[config.mk]
export PLATFORM = sky130hd
export DESIGN_NAME = kce_ram
export DESIGN_NICKNAME = d
export VERILOG_FILES = /design/src/hw/rtl/kce_ram.sv
export SDC_FILE = /design/constraint.sdc
export NUM_CORES = 1
export LEC_CHECK = 0
export BUFFER_PORTS_ARGS = -buffer_cell sky130_fd_sc_hd__buf_4
export CORE_MARGIN = 2
export CORE_UTILIZATION = 60
export CTS_CLUSTER_DIAMETER = 40
export DETAILED_ROUTE_END_ITERATION = 16
export PLACE_DENSITY = 0.77
export SYNTH_ARGS = -nofsm -noshare
export SYNTH_HDL_FRONTEND = slang
export SYNTH_SLANG_ARGS = --single-unit
export TNS_END_PERCENT = 50
[constraint.sdc]
create_clock -name clk_i -period 4.7 [get_ports clk_i]
set_input_delay 0.47 -clock clk_i [delete_from_list [all_inputs] [get_ports clk_i]]
set_output_delay 0.47 -clock clk_i [all_outputs]
set_load 0.03 [all_outputs]
[src/hw/rtl/kce_ram.sv]
// Generic single-write, single-read synchronous RAM with registered read data.
`timescale 1ns / 1ps
`default_nettype none
module kce_ram #(
  parameter int unsigned WIDTH = 16,
  parameter int unsigned DEPTH = 64
) (
  input  wire logic                             clk_i,
  input  wire logic                             we_i,
  input  wire logic [$clog2(DEPTH)-1:0]         waddr_i,
  input  wire logic [WIDTH-1:0]                 wdata_i,
  input  wire logic                             re_i,
  input  wire logic [$clog2(DEPTH)-1:0]         raddr_i,
  output logic      [WIDTH-1:0]                 rdata_o
);

  logic [WIDTH-1:0] mem_q [DEPTH];

  always_ff @(posedge clk_i) begin
    if (we_i) begin
      mem_q[waddr_i] <= wdata_i;
    end
    if (re_i) begin
      rdata_o <= mem_q[raddr_i];
    end
  end

endmodule
`default_nettype wire

==> impl_metrics.tcl <==
set metrics [dict create \
    outcome "finished, final reports clean" \
    synth-simple-area-share_pct 2.64 \
    cp-end-kind "flop" \
    clk_latency_ns 0.69 \
    clock_sinks 1040 \
    ios 47 \
    area_delta_synth_final_pct 13.1 \
    synth_nets 1860 \
    clk_pin_slew_ns 0.06 \
    antenna_found_initial 6 \
    hold_path.class "input pin to flop" \
    nFillCells 3916 \
    cts_resized 0 \
    setup_viol 0 \
    peakVddDrop_mv 0.309 \
    dp_slack_ns 1.26 \
    cp.required_ns 5.12 \
    synth_area_per_cell_sq_um 22.0 \
    antenna_left 0 \
    grt_start_max_net_pins 75 \
    ys_warn_count 0 \
    maxCapViolations 0 \
    chipHeight_um 263 \
    path_max_fanout 54 \
    ys.flop_type "edfxtp_1" \
    cts_hold_buffers 0 \
    place_congestion 0.854 \
    drc 0 \
    synthXorXnorAreaFrac_pct 0 \
    critical_path_buf_inv_count 3 \
    finalHoldViolCount 0 \
    wl_um 94900 \
    seq_area_frac_synth_pct 77.7 \
    critical_path.cell_chain "buf_8 -> buf_12 -> buf_4 -> mux4_2 -> a22oi_1 -> nand3_1 -> and4_1" \
    die-width_um 263 \
    synth_mux_area_share_pct 15.5 \
    synth_seq_cells 1040 \
    core-area_sq_mm 0.0661 \
    fin_crit_sh_pct 58.6 \
    setup_tns_ns 0 \
    rsz0062_at_grt "no" \
    clockBufferDepth 3 \
    grt_pass1_wl_um 138000 \
    worstMarginPinSlew_ns 1.09 \
    port_buffers 46 \
    nets 1997 \
    postSynthCellCount 1829 \
    p_leak_nw 14.5 \
    start_util_pct 60.8 \
    tritoncts "done" \
    cts-htree-levels 3 \
    vias_per_cell 6.76 \
    power_density_mw_per_mm2 443 \
    num_vias 19800 \
    fin_skew_ns 0.0436 \
    dr.pass1.iters 6 \
    fmax_mhz 363 \
    max_stage_delay_ns 0.51 \
    crit_slowest_cell "mux4_2" \
    first_global_vias 20000 \
    relSlewSlack_pct 27.2 \
    dieArea_sq_mm 0.0691 \
    synth-compound-area-share_pct 2.40 \
    final_area_sq_mm 0.0455 \
    grt_use_total_pct 27.8 \
    layout-drive-gt1-share_pct 27.7 \
    synth-edff-count 1040 \
    rows 94 \
    cts_setup_buffers 0 \
    fin_crit_ns 2.75 \
    drv_slew 0 \
    synth_cell_type_count 42 \
    worst-setup-path-type "input pin to flop" \
    synthAdderAreaFrac_pct 0 \
    drt_iter0_markers 2762 \
    startpoint_type "input pin" \
    gr-total-overflow 0 \
    synthArstFlopShare_pct 0 \
    wl_per_cell_um 32.3 \
    cts_buffers 116 \
    cp.arrival_ns 3.18 \
    fin_ws_ns 1.95 \
    dp_hpwl_um 53300 \
    crit_family "buffers and inverters" \
    place_area_sq_mm 0.0416 \
    synth_top_family_by_area "multiplexers" \
    cts-root-buf "clkbuf_16" \
    syn_area_sq_mm 0.0402 \
]
-- cell usage after synthesis (6+ instances only) --
cell type	n	area (sq um)
a211oi_1	8	60.1
nor2_1	72	270
a221o_1	6	60.1
a221oi_1	16	140
buf_2	36	180
nand4_1	12	75.1
a211o_1	8	70.1
buf_4	13	97.6
a21oi_1	17	85.1
buf_6	17	191
nor2b_1	30	188
edfxtp_1	1040	31200
mux2i_1	85	851
mux4_2	220	4950
nand2_1	59	221
a22o_1	6	52.6
nand3_1	24	120
mux2_2	27	304
a22oi_1	39	293
a31oi_1	8	50.1
a311oi_1	8	70.1
clkbuf_1	24	90.1
-- per-layer routing --
layer	routed length, um	vias up	global-route usage (%)
li1	-	7996	-
met1	34900	10300	38.2
met2	46100	1290	44.2
met3	10100	221	6.07
met4	3720	6	11.1
met5	41	-	0
-- metrics by stage --
step	total power [W]	instances	hold slack (ns)	util [%]
floorplan	0.0111	1829	0.569	-
global placement	0.0114	2712	0.916	63.0
detailed placement	0.0115	2712	0.916	63.0
CTS	0.0202	2930	0.194	68.8
global route	0.0206	2930	0.208	68.8
finish	0.0201	2933	0.217	68.8
-- layout make-up --
type / instances / area (sq um) / share of cell area (%)
antenna: 3 / 7.51 / 0.0165
timing repair buffer: 123 / 1030 / 2.26
clock inverter: 82 / 808 / 1.78
clock buffer: 136 / 3000 / 6.60
sequential: 1040 / 31200 / 68.7
tap: 864 / 1080 / 2.38
multi-input combinational: 685 / 8300 / 18.3
-- cell usage in the layout, fill, tap and decap left out, types with 17 or more instances in the layout --
cell type | netlist | final
mux2_2 | 27 | 27
clkinv_1 | 0 | 20
nand3_1 | 24 | 24
edfxtp_1 | 1040 | 1040
a21oi_1 | 17 | 17
clkbuf_1 | 24 | 19
mux4_2 | 220 | 220
clkbuf_16 | 0 | 117
a22oi_1 | 39 | 39
nor2b_1 | 30 | 28
clkinv_2 | 0 | 20
nor2_1 | 72 | 60
mux2i_1 | 85 | 85
buf_4 | 13 | 113
nand2_1 | 59 | 59
-- state kept, by name, summed over array words and instances (netlist names) --
name and count:
mem_q 1024, rdata_o 16
-- cell families after synthesis --
logic type,count (synthesis)
and+or+nand+nor,220
AOI/OAI and AO/OA,129
DFF,1040
muxes,336
buffers and inverters,104
-- worst paths after layout --
check / to / slack [ns] / cells past startpoint / start
hold / removal: rdata_o[6] / 0.22 / 1 / re_i
setup reg to reg: rdata_o[9] / 2.38 / 5 / mem_q[23][9]
hold reg to reg: rdata_o[0] / 0.98 / 4 / mem_q[44][0]
setup / recovery: rdata_o[10] / 1.95 / 7 / raddr_i[0]
-- power breakdown --
part           internal (W)  switching [W]  total [W]
sequential           0.0103      0.0000326     0.0103
combinational      0.000339       0.000631   0.000970
clock               0.00515        0.00368    0.00883
total                0.0158        0.00434     0.0201
(Power assumes the default switching activity.)
