<file path="config.mk">
export PLATFORM = sky130hd
export DESIGN_NAME = kce_div
export DESIGN_NICKNAME = d
export VERILOG_FILES = /design/src/hw/rtl/kce_div.sv
export SDC_FILE = /design/constraint.sdc
export NUM_CORES = 1
export LEC_CHECK = 0
export ABC_AREA = 1
export BUFFER_PORTS_ARGS = -buffer_cell sky130_fd_sc_hd__buf_4
export CAP_MARGIN = 20
export CORE_MARGIN = 10
export CORE_UTILIZATION = 45
export DETAILED_ROUTE_END_ITERATION = 10
export PLACE_DENSITY = 0.69
export SETUP_SLACK_MARGIN = 0.4
export SLEW_MARGIN = 20
export SYNTH_ARGS = -nofsm -noshare
export SYNTH_HDL_FRONTEND = slang
export SYNTH_SLANG_ARGS = --single-unit
export TNS_END_PERCENT = 50
</file>
<file path="constraint.sdc">
create_clock -name clk_i -period 3.7 [get_ports clk_i]
set_clock_uncertainty 0.05 [all_clocks]
set_input_delay 0.555 -clock clk_i [delete_from_list [all_inputs] [get_ports clk_i]]
set_output_delay 0.555 -clock clk_i [all_outputs]
set_load 0.01 [all_outputs]
</file>
<file path="src/hw/rtl/kce_div.sv">
// Restoring divider: one quotient bit per cycle, unsigned operands.
`timescale 1ns / 1ps
`default_nettype none
module kce_div #(
  parameter int unsigned NW  = 26,
  parameter int unsigned DVW = 11
) (
  input  wire logic           clk_i,
  input  wire logic           rst_ni,
  input  wire logic           start_i,
  input  wire logic [NW-1:0]  dividend_i,
  input  wire logic [DVW-1:0] divisor_i,
  output logic      [NW-1:0]  quotient_o,
  output logic                done_o
);

  localparam int unsigned NCW = $clog2(NW + 1);

  logic           busy_q, done_q;
  logic [NCW-1:0] cnt_q;
  logic [NW-1:0]  quo_q;
  logic [DVW-1:0] rem_q, dvs_q;
  logic [DVW:0]   trial, diff;
  logic           ge;

  assign trial = {rem_q, quo_q[NW-1]};
  assign ge    = trial >= {1'b0, dvs_q};
  assign diff  = trial - {1'b0, dvs_q};

  always_ff @(posedge clk_i or negedge rst_ni) begin
    if (!rst_ni) begin
      busy_q <= 1'b0;
      done_q <= 1'b0;
      cnt_q  <= '0;
    end else if (start_i) begin
      busy_q <= 1'b1;
      done_q <= 1'b0;
      cnt_q  <= NCW'(NW);
    end else if (busy_q) begin
      cnt_q <= cnt_q - NCW'(1);
      if (cnt_q == NCW'(1)) begin
        busy_q <= 1'b0;
        done_q <= 1'b1;
      end
    end else begin
      done_q <= 1'b0;
    end
  end

  always_ff @(posedge clk_i) begin
    if (start_i) begin
      quo_q <= dividend_i;
      rem_q <= '0;
      dvs_q <= divisor_i;
    end else if (busy_q) begin
      rem_q <= ge ? diff[DVW-1:0] : trial[DVW-1:0];
      quo_q <= {quo_q[NW-2:0], ge};
    end
  end

  assign quotient_o = quo_q;
  assign done_o     = done_q;

endmodule
`default_nettype wire

</file>
==> results of run 1 <==
-- critical path: stages (launching register included) --
cell	delay, ns
edfxtp_1	0.40
inv_1	0.09
ha_1	0.19
fa_1	0.21
inv_1	0.06
nand3_1	0.08
nand3_2	0.11
nand2_2	0.26
nand4_4	0.30
nand2_1	0.13
nand2_1	0.06
-- sequential cells by signal, indices dropped and copies added (netlist names) --
register,cells
quotient_o,26
busy_q,1
rem_q,11
cnt_q,5
dvs_q,11
done_o,1
-- synthesized netlist by cell type (all sizes together) --
master  instances
nand2         158
inv            51
edfxtp         37
nand3          31
nand4          15
nor2           15
ha             13
dfxtp          11
buf             7
dfrtp           7
a21oi           5
clkbuf          4
o21ai           3
xnor2           2
xor2            2
a21boi          1
a21o            1
a22oi           1
and2            1
clkinv          1
fa              1
nand3b          1
nor4            1
or2             1
-- per-stage QoR --
step,power [µW],instances
6_report,2110,516
5_1_grt,2295,516
2_1_floorplan,1607,370
3_5_place_dp,1797,507
3_3_place_gp,1779,507
4_1_cts,2122,516
-- cells by family (layout without fill, tap and decap cells) --
| kind of cell | Yosys count | count (layout) | synth area share [%] |
|---|---|---|---|
| AND/OR/NAND/NOR | 223 | 223 | 33.13 |
| flip-flops | 55 | 55 | 48.76 |
| buffers and inverters | 63 | 129 | 8.910 |
| AO/OA/AOI/OAI | 11 | 11 | 2.147 |
| adder cells (fa/ha/maj) | 14 | 14 | 5.913 |
| XOR/XNOR | 4 | 4 | 1.134 |
-- worst max-delay path by stage --
| stage | start | end | slack (ns) | depth (start not counted) |
|---|---|---|---|---|
| global route | quotient_o[25] | quotient_o[0] | 1.27 | 10 |
| global placement | start_i | quotient_o[0] | 1.43 | 4 |
| detailed placement | start_i | quotient_o[10] | 1.40 | 4 |
| floorplan | quotient_o[25] | rem_q[6] | 1.79 | 12 |
| CTS | quotient_o[25] | quotient_o[0] | 1.50 | 10 |
| finish | quotient_o[25] | quotient_o[0] | 1.51 | 10 |
-- layer usage --
metal | global-route usage [%] | vias to the layer above | share of wire (%)
met5 | 0 | - | 0
met4 | 4.064 | 0 | 1.2
met3 | 6.434 | 9 | 10
met2 | 21.64 | 88 | 45
met1 | 17.57 | 1190 | 43
li1 | - | 1311 | -
-- what timing repair did --
item,4_1_cts,5_1_grt
hold endpoints to repair,7,0
resized for setup,0,0
hold buffers,1,0
-- final cells by class --
type,count,share of cell area [%]
Clock inverter,3,0.4043
Inverter,52,5.256
Tap cell,80,2.695
Multi-Input combinational cell,252,35.21
Timing Repair Buffer,69,14.02
Clock buffer,5,1.853
Sequential cell,55,40.57
-- power breakdown --
group | switching, µW | total (µW) | internal [µW]
combinational | 578 | 955 | 377
sequential | 70.9 | 834 | 764
clock | 191 | 321 | 130
==> out/metrics.csv, run 1 <==
stage,metric,value,unit
outcome,outcome,finished clean,
clock_network,Skew-Pair Late Insertion Delay,0.31,ns
routing,drt first pass iters,4,
logic_synthesis,Mapped Area,3089,µm²
global_routing,largest net degree at the start of global routing,43,
logic_synthesis,register area share after synthesis,48.76,%
routing,DRC errors left,0,
placement,dpl cell area,3620,µm²
power,P per Cell Area,568.2,nW/µm²
layout,Filler cells,625,
clock_network,Sink Count,55,
clock_network,Post-CTS Setup Bufs,0,
worst_hold_path,HP Class,in -> reg,
clock_network,clock-pin slew on the worst setup and hold paths,0.10,ns
worst_setup_path,R2R Setup Slk,1.51,ns
worst_setup_path,Reg-to-Reg Start,quotient_o[25],
timing,Final Setup Violations,0,
timing,Fmax achieved,457.1,MHz
placement,number of I/O port buffers,66,
global_routing,initial antenna violation count,0,
timing,worst setup margin,1.512,ns
worst_setup_path,worst r2r dst,quotient_o[0],
worst_setup_path,worst path required time,3.72,ns
layout,Sequential Area,1506,µm²
clock_network,CTS H-tree depth,2,
floorplanning,row count,30,
layout,area grow syn2layout,20.21,%
floorplanning,die footprint,10580,µm²
worst_hold_path,hold path endpoint,dvs_q[9],
clock_network,CTS buffer count,5,
timing,Hold WS,0.3681,ns
floorplanning,core region area,6719,µm²
layout,"most common cell after layout, fill and taps aside",nand2_1,
layout,Antenna diodes,0,
layout,layout cells sized above 1,23.85,%
layout,area used by multi-input combinational logic,1308,µm²
floorplanning,# IOs,67,
logic_synthesis,largest area contributor in the netlist,edfxtp_1,
floorplanning,Die W,102.9,µm
worst_setup_path,r2r worst-path depth,10,
placement,DP HPWL,5410,µm
placement,RD Place Congestion,0.8751,
power,VDD IR-drop max,0.2379,mV
worst_setup_path,crit path DAT,2.21,ns
logic_synthesis,top-area cell type share of the netlist area,35.97,%
timing,Final Hold Viols,0,
placement,DP Worst Slack,1.404,ns
timing,Final Max Tran Viols,0,
global_routing,vias in the first global route,2602,
logic_synthesis,mean cell area of the mapped netlist,8.349,µm²
logic_synthesis,#FFs+latches synth,55,
routing,Vias per Instance,5.035,
timing,RSZ-0062 raised after global routing,false,
timing,slew margin rel.,35.69,%
global_routing,first-pass GRT wire length,11960,µm
layout,most frequent cells in the layout,"nand2_1 (145), buf_4 (68), inv_1 (49), edfxtp_1 (37), nand3_1 (25)",
routing,drt wl/cell,13.58,µm
layout,Layout Nets,489,
worst_hold_path,min-delay src,divisor_i[9],
run,max cap viols,0,
worst_hold_path,hold path depth,1,
floorplanning,effective utilization at floorplan,45.98,%
logic_synthesis,top area cells in the synthesized netlist,"edfxtp_1 (36%), nand2_1 (18%), dfxtp_1 (7.1%)",
routing,Total Wirelength,7009,µm
routing,via count,2598,
floorplanning,Die Y,102.9,µm
clock_network,Clock Path Buffers,2,
timing,actual slew at the worst max-slew pin,0.9611,ns
logic_synthesis,Post-Syn Nets,424,
global_routing,GR Util All Layers,14.14,%
timing,setup TNS,0,ns
routing,antenna-violating nets left,0,
worst_setup_path,CP max FO,12,
global_routing,GR Overflow Total,0,
timing,fin crit period,2.188,ns
routing,Iteration-0 DRC Markers,135,
layout,Layout Utilization,55.27,%
worst_setup_path,Critical Path End Type,flip-flop,
clock_network,root buffer cell,clkbuf_8,
logic_synthesis,Netlist cell types,35,
layout,"Design Area, Final",3714,µm²
timing,final period utilization,59.12,%
logic_synthesis,Post-Syn Instances,370,
clock_network,CTS tree,built,
power,leak pwr,0.001912,µW
worst_setup_path,critical path type,reg -> reg,
logic_synthesis,YS warnings,0,
worst_setup_path,crit path launch type,flip-flop,
Note: power is estimated with default switching activity, not from simulation.
==> inputs of run 2 (changes only) <==
PLACE_DENSITY = 0.72   (was 0.69)
clock period = 1.86 ns   (was 3.7 ns; I/O delays follow)
==> out/metrics.csv, run 2 (synthesis gave the netlist of run 1 again) <==
stage,metric,value,unit,change
outcome,outcome,finished clean,,unchanged
timing,Final Setup Violations,0,,unchanged
timing,setup TNS,0,ns,unchanged
clock_network,Skew-Pair Late Insertion Delay,0.31,ns,about the same
routing,Total Wirelength,7585,µm,was 7009 µm
worst_setup_path,R2R Setup Slk,0.02,ns,was 1.51 ns
timing,Fmax achieved,544.0,MHz,was 457.1 MHz
global_routing,largest net degree at the start of global routing,30,,was 43
timing,Final Hold Viols,0,,unchanged
worst_setup_path,CP max FO,5,,was 12
layout,"most common cell after layout, fill and taps aside",nand2_1,,unchanged
worst_setup_path,Reg-to-Reg Start,dvs_q[0],,was quotient_o[25]
worst_setup_path,critical path's top delay family,adder cells,,was simple AND/OR/NAND/NOR gates
worst_setup_path,CP Depth,11,,was 10
placement,dpl cell area,3770,µm²,was 3620 µm²
routing,DRC errors left,0,,unchanged
clock_network,CTS tree,built,,unchanged
floorplanning,Die W,102.9,µm,unchanged
worst_hold_path,hold path depth,1,,unchanged
global_routing,GR Overflow Total,0,,unchanged
routing,via count,2659,,was 2598
worst_setup_path,CP max-delay cell,edfxtp_1,,unchanged
floorplanning,core region area,6719,µm²,unchanged
power,switching power,1850,µW,was 839.8 µW
routing,antenna-violating nets left,0,,unchanged
worst_setup_path,crit path DAT,2.00,ns,was 2.21 ns
worst_hold_path,min-delay src,divisor_i[6],,was divisor_i[9]
routing,Iteration-0 DRC Markers,142,,was 135
clock_network,CTS buffer count,5,,unchanged
timing,Final Max Tran Viols,0,,unchanged
power,total power,4809,µW,was 2110 µW
timing,final period utilization,98.82,%,was 59.12%
clock_network,Sink Count,55,,unchanged
power,P_int,2959,µW,was 1270 µW
timing,fin crit period,1.838,ns,was 2.188 ns
clock_network,CTS H-tree depth,2,,unchanged
floorplanning,die footprint,10580,µm²,unchanged
worst_setup_path,"most used cell, CP",nand3_2,,
power,combinational power share,47.9,%,was 45.2%
run,max cap viols,0,,unchanged
floorplanning,# IOs,67,,unchanged
worst_setup_path,Critical Path End Type,flip-flop,,unchanged
routing,drt wl/cell,14.20,µm,was 13.58 µm
routing,Vias per Instance,4.979,,was 5.035
worst_setup_path,critical path type,reg -> reg,,unchanged
worst_hold_path,HP Class,in -> reg,,unchanged
placement,RD Place Congestion,0.9642,,was 0.8751
clock_network,clock-pin slew on the worst setup and hold paths,0.10,ns,about the same
layout,most frequent cells in the layout,"nand2_1 (144), buf_4 (81), inv_1 (47), edfxtp_1 (37)",,"was nand2_1 (145), buf_4 (68), inv_1 (49), edfxtp_1 (37), nand3_1 (25)"
power,Clk network pwr share,17.6,%,was 15.2%
placement,DP HPWL,5761,µm,was 5410 µm
worst_setup_path,"slowest stage delay, CP",0.43,ns,was 0.40 ns
worst_setup_path,crit path launch type,flip-flop,,unchanged
routing,drt first pass iters,5,,was 4
floorplanning,row count,30,,unchanged
global_routing,GR Util All Layers,15.07,%,was 14.14%
layout,Layout Utilization,59.66,%,was 55.27%
timing,RSZ-0062 raised after global routing,true,,was false
layout,layout cells sized above 1,30.40,%,was 23.85%
layout,Antenna diodes,0,,unchanged
timing,slew margin rel.,77.80,%,was 35.69%
power,VDD IR-drop max,0.5011,mV,was 0.2379 mV
layout,area grow syn2layout,29.77,%,was 20.21%
global_routing,initial antenna violation count,0,,unchanged
power,leak pwr,0.002036,µW,was 0.001912 µW
global_routing,vias in the first global route,2740,,was 2602
worst_setup_path,r2r worst-path depth,11,,was 10
power,sw frac,38.47,%,was 39.80%
worst_setup_path,worst r2r dst,rem_q[7],,was quotient_o[0]
worst_setup_path,worst path required time,2.03,ns,was 3.72 ns
worst_setup_path,WP buf/inv,2,,unchanged
clock_network,root buffer cell,clkbuf_8,,unchanged
power,P per Cell Area,1200,nW/µm²,was 568.2 nW/µm²
power,part of the power in registers,34.5,%,was 39.5%
worst_setup_path,crit path cell chain,"ha_4, fa_2, inv_2, nand3_2, nand3_2, nand2_2, nand4_4, buf_12, nand3_4, nand3_2, nand2_1",,"was inv_1, ha_1, fa_1, inv_1, nand3_1, nand3_2, nand2_2, nand4_4, nand2_1, nand2_1"
global_routing,first-pass GRT wire length,12740,µm,was 11960 µm
layout,Layout Nets,507,,was 489
layout,max FFs per register,26,,unchanged
clock_network,Clock Path Buffers,2,,unchanged
worst_hold_path,hold path endpoint,dvs_q[6],,was dvs_q[9]
placement,number of I/O port buffers,66,,unchanged
floorplanning,Die Y,102.9,µm,unchanged
timing,actual slew at the worst max-slew pin,0.3330,ns,was 0.9611 ns
layout,"Design Area, Final",4009,µm²,was 3714 µm²
floorplanning,effective utilization at floorplan,45.98,%,unchanged
[run 2: changes by cell type in the layout (fill, tap and decap cells not counted), moves of 2 or more]
cell and change:
inv_2 +2, clkinv_2 -3, buf_4 +13, ha_1 -2, inv_1 -2, nand3_2 +9, nand3_1 -10, buf_12 +3
buf_6 +2
[run 2: worst max path at each step]
stage                    from             to  slack [ns]
4_1_cts              dvs_q[0]       rem_q[2]        0.03
3_3_place_gp   quotient_o[25]       rem_q[2]        0.04
2_1_floorplan  quotient_o[25]  quotient_o[0]      0.0006
5_1_grt              dvs_q[9]       rem_q[8]       -0.08
3_5_place_dp   quotient_o[25]       rem_q[7]       -0.05
6_report             dvs_q[0]       rem_q[7]        0.02
[run 2: final cells by class]
cell class              instances  area (µm²)
multi-input cells             252        1385
clock buffers                   6       82.58
repair buffers                 87       700.7
inverters                      52       195.2
clock inverters                 2       38.79
well taps                      80       100.1
flip-flops and latches         55        1506
fillers                       588        2710
[run 2: routing by layer]
layer	vias up	global-route usage (%)	wire length (µm)
met5	-	0	0
met2	71	24.88	3616
met3	8	6.501	710
met4	0	5.134	80
li1	1346	-	-
met1	1234	17.13	3178
[run 2: metrics by stage]
step / hold slack (ns) / setup slack [ns] / cells
final: 0.08953 / 0.02193 / 534
after global routing: 0.07290 / -0.08038 / 534
after CTS: 0.07721 / 0.02851 / 533
after detailed placement: 0.04647 / -0.05434 / 519
after global placement: 0.04444 / 0.04192 / 519
after floorplan: -0.06659 / 0.0005755 / 370
[run 2: what timing repair did]
| item | in CTS | in global routing |
|---|---|---|
| resized for setup | 6 | 7 |
| endpoints found under the setup margin | 12 | 13 |
| pin swaps | 4 | 2 |
| cloned | 0 | 0 |
| hold endpoints to repair | 7 | 0 |
| buffers inserted | 5 | 1 |
| hold buffers | 1 | 0 |
[run 2: power by group through the flow]
stage                     logic, µW  registers, µW  clock network (µW)
final                          2300           1660                 846
after global routing           2570           1690                 915
after CTS                      2250           1660                 869
after detailed placement       2160           1680                   0
after global placement         2120           1680                   0
after floorplan                1550           1680                   0
[run 2: worst reg2reg max path: cells and delay by family (launching register included)]
kind | cells | cell delay (ns)
fa+ha+maj | 2 | 0.53
flops | 1 | 0.43
buf+inv | 2 | 0.20
simple gates | 7 | 0.52
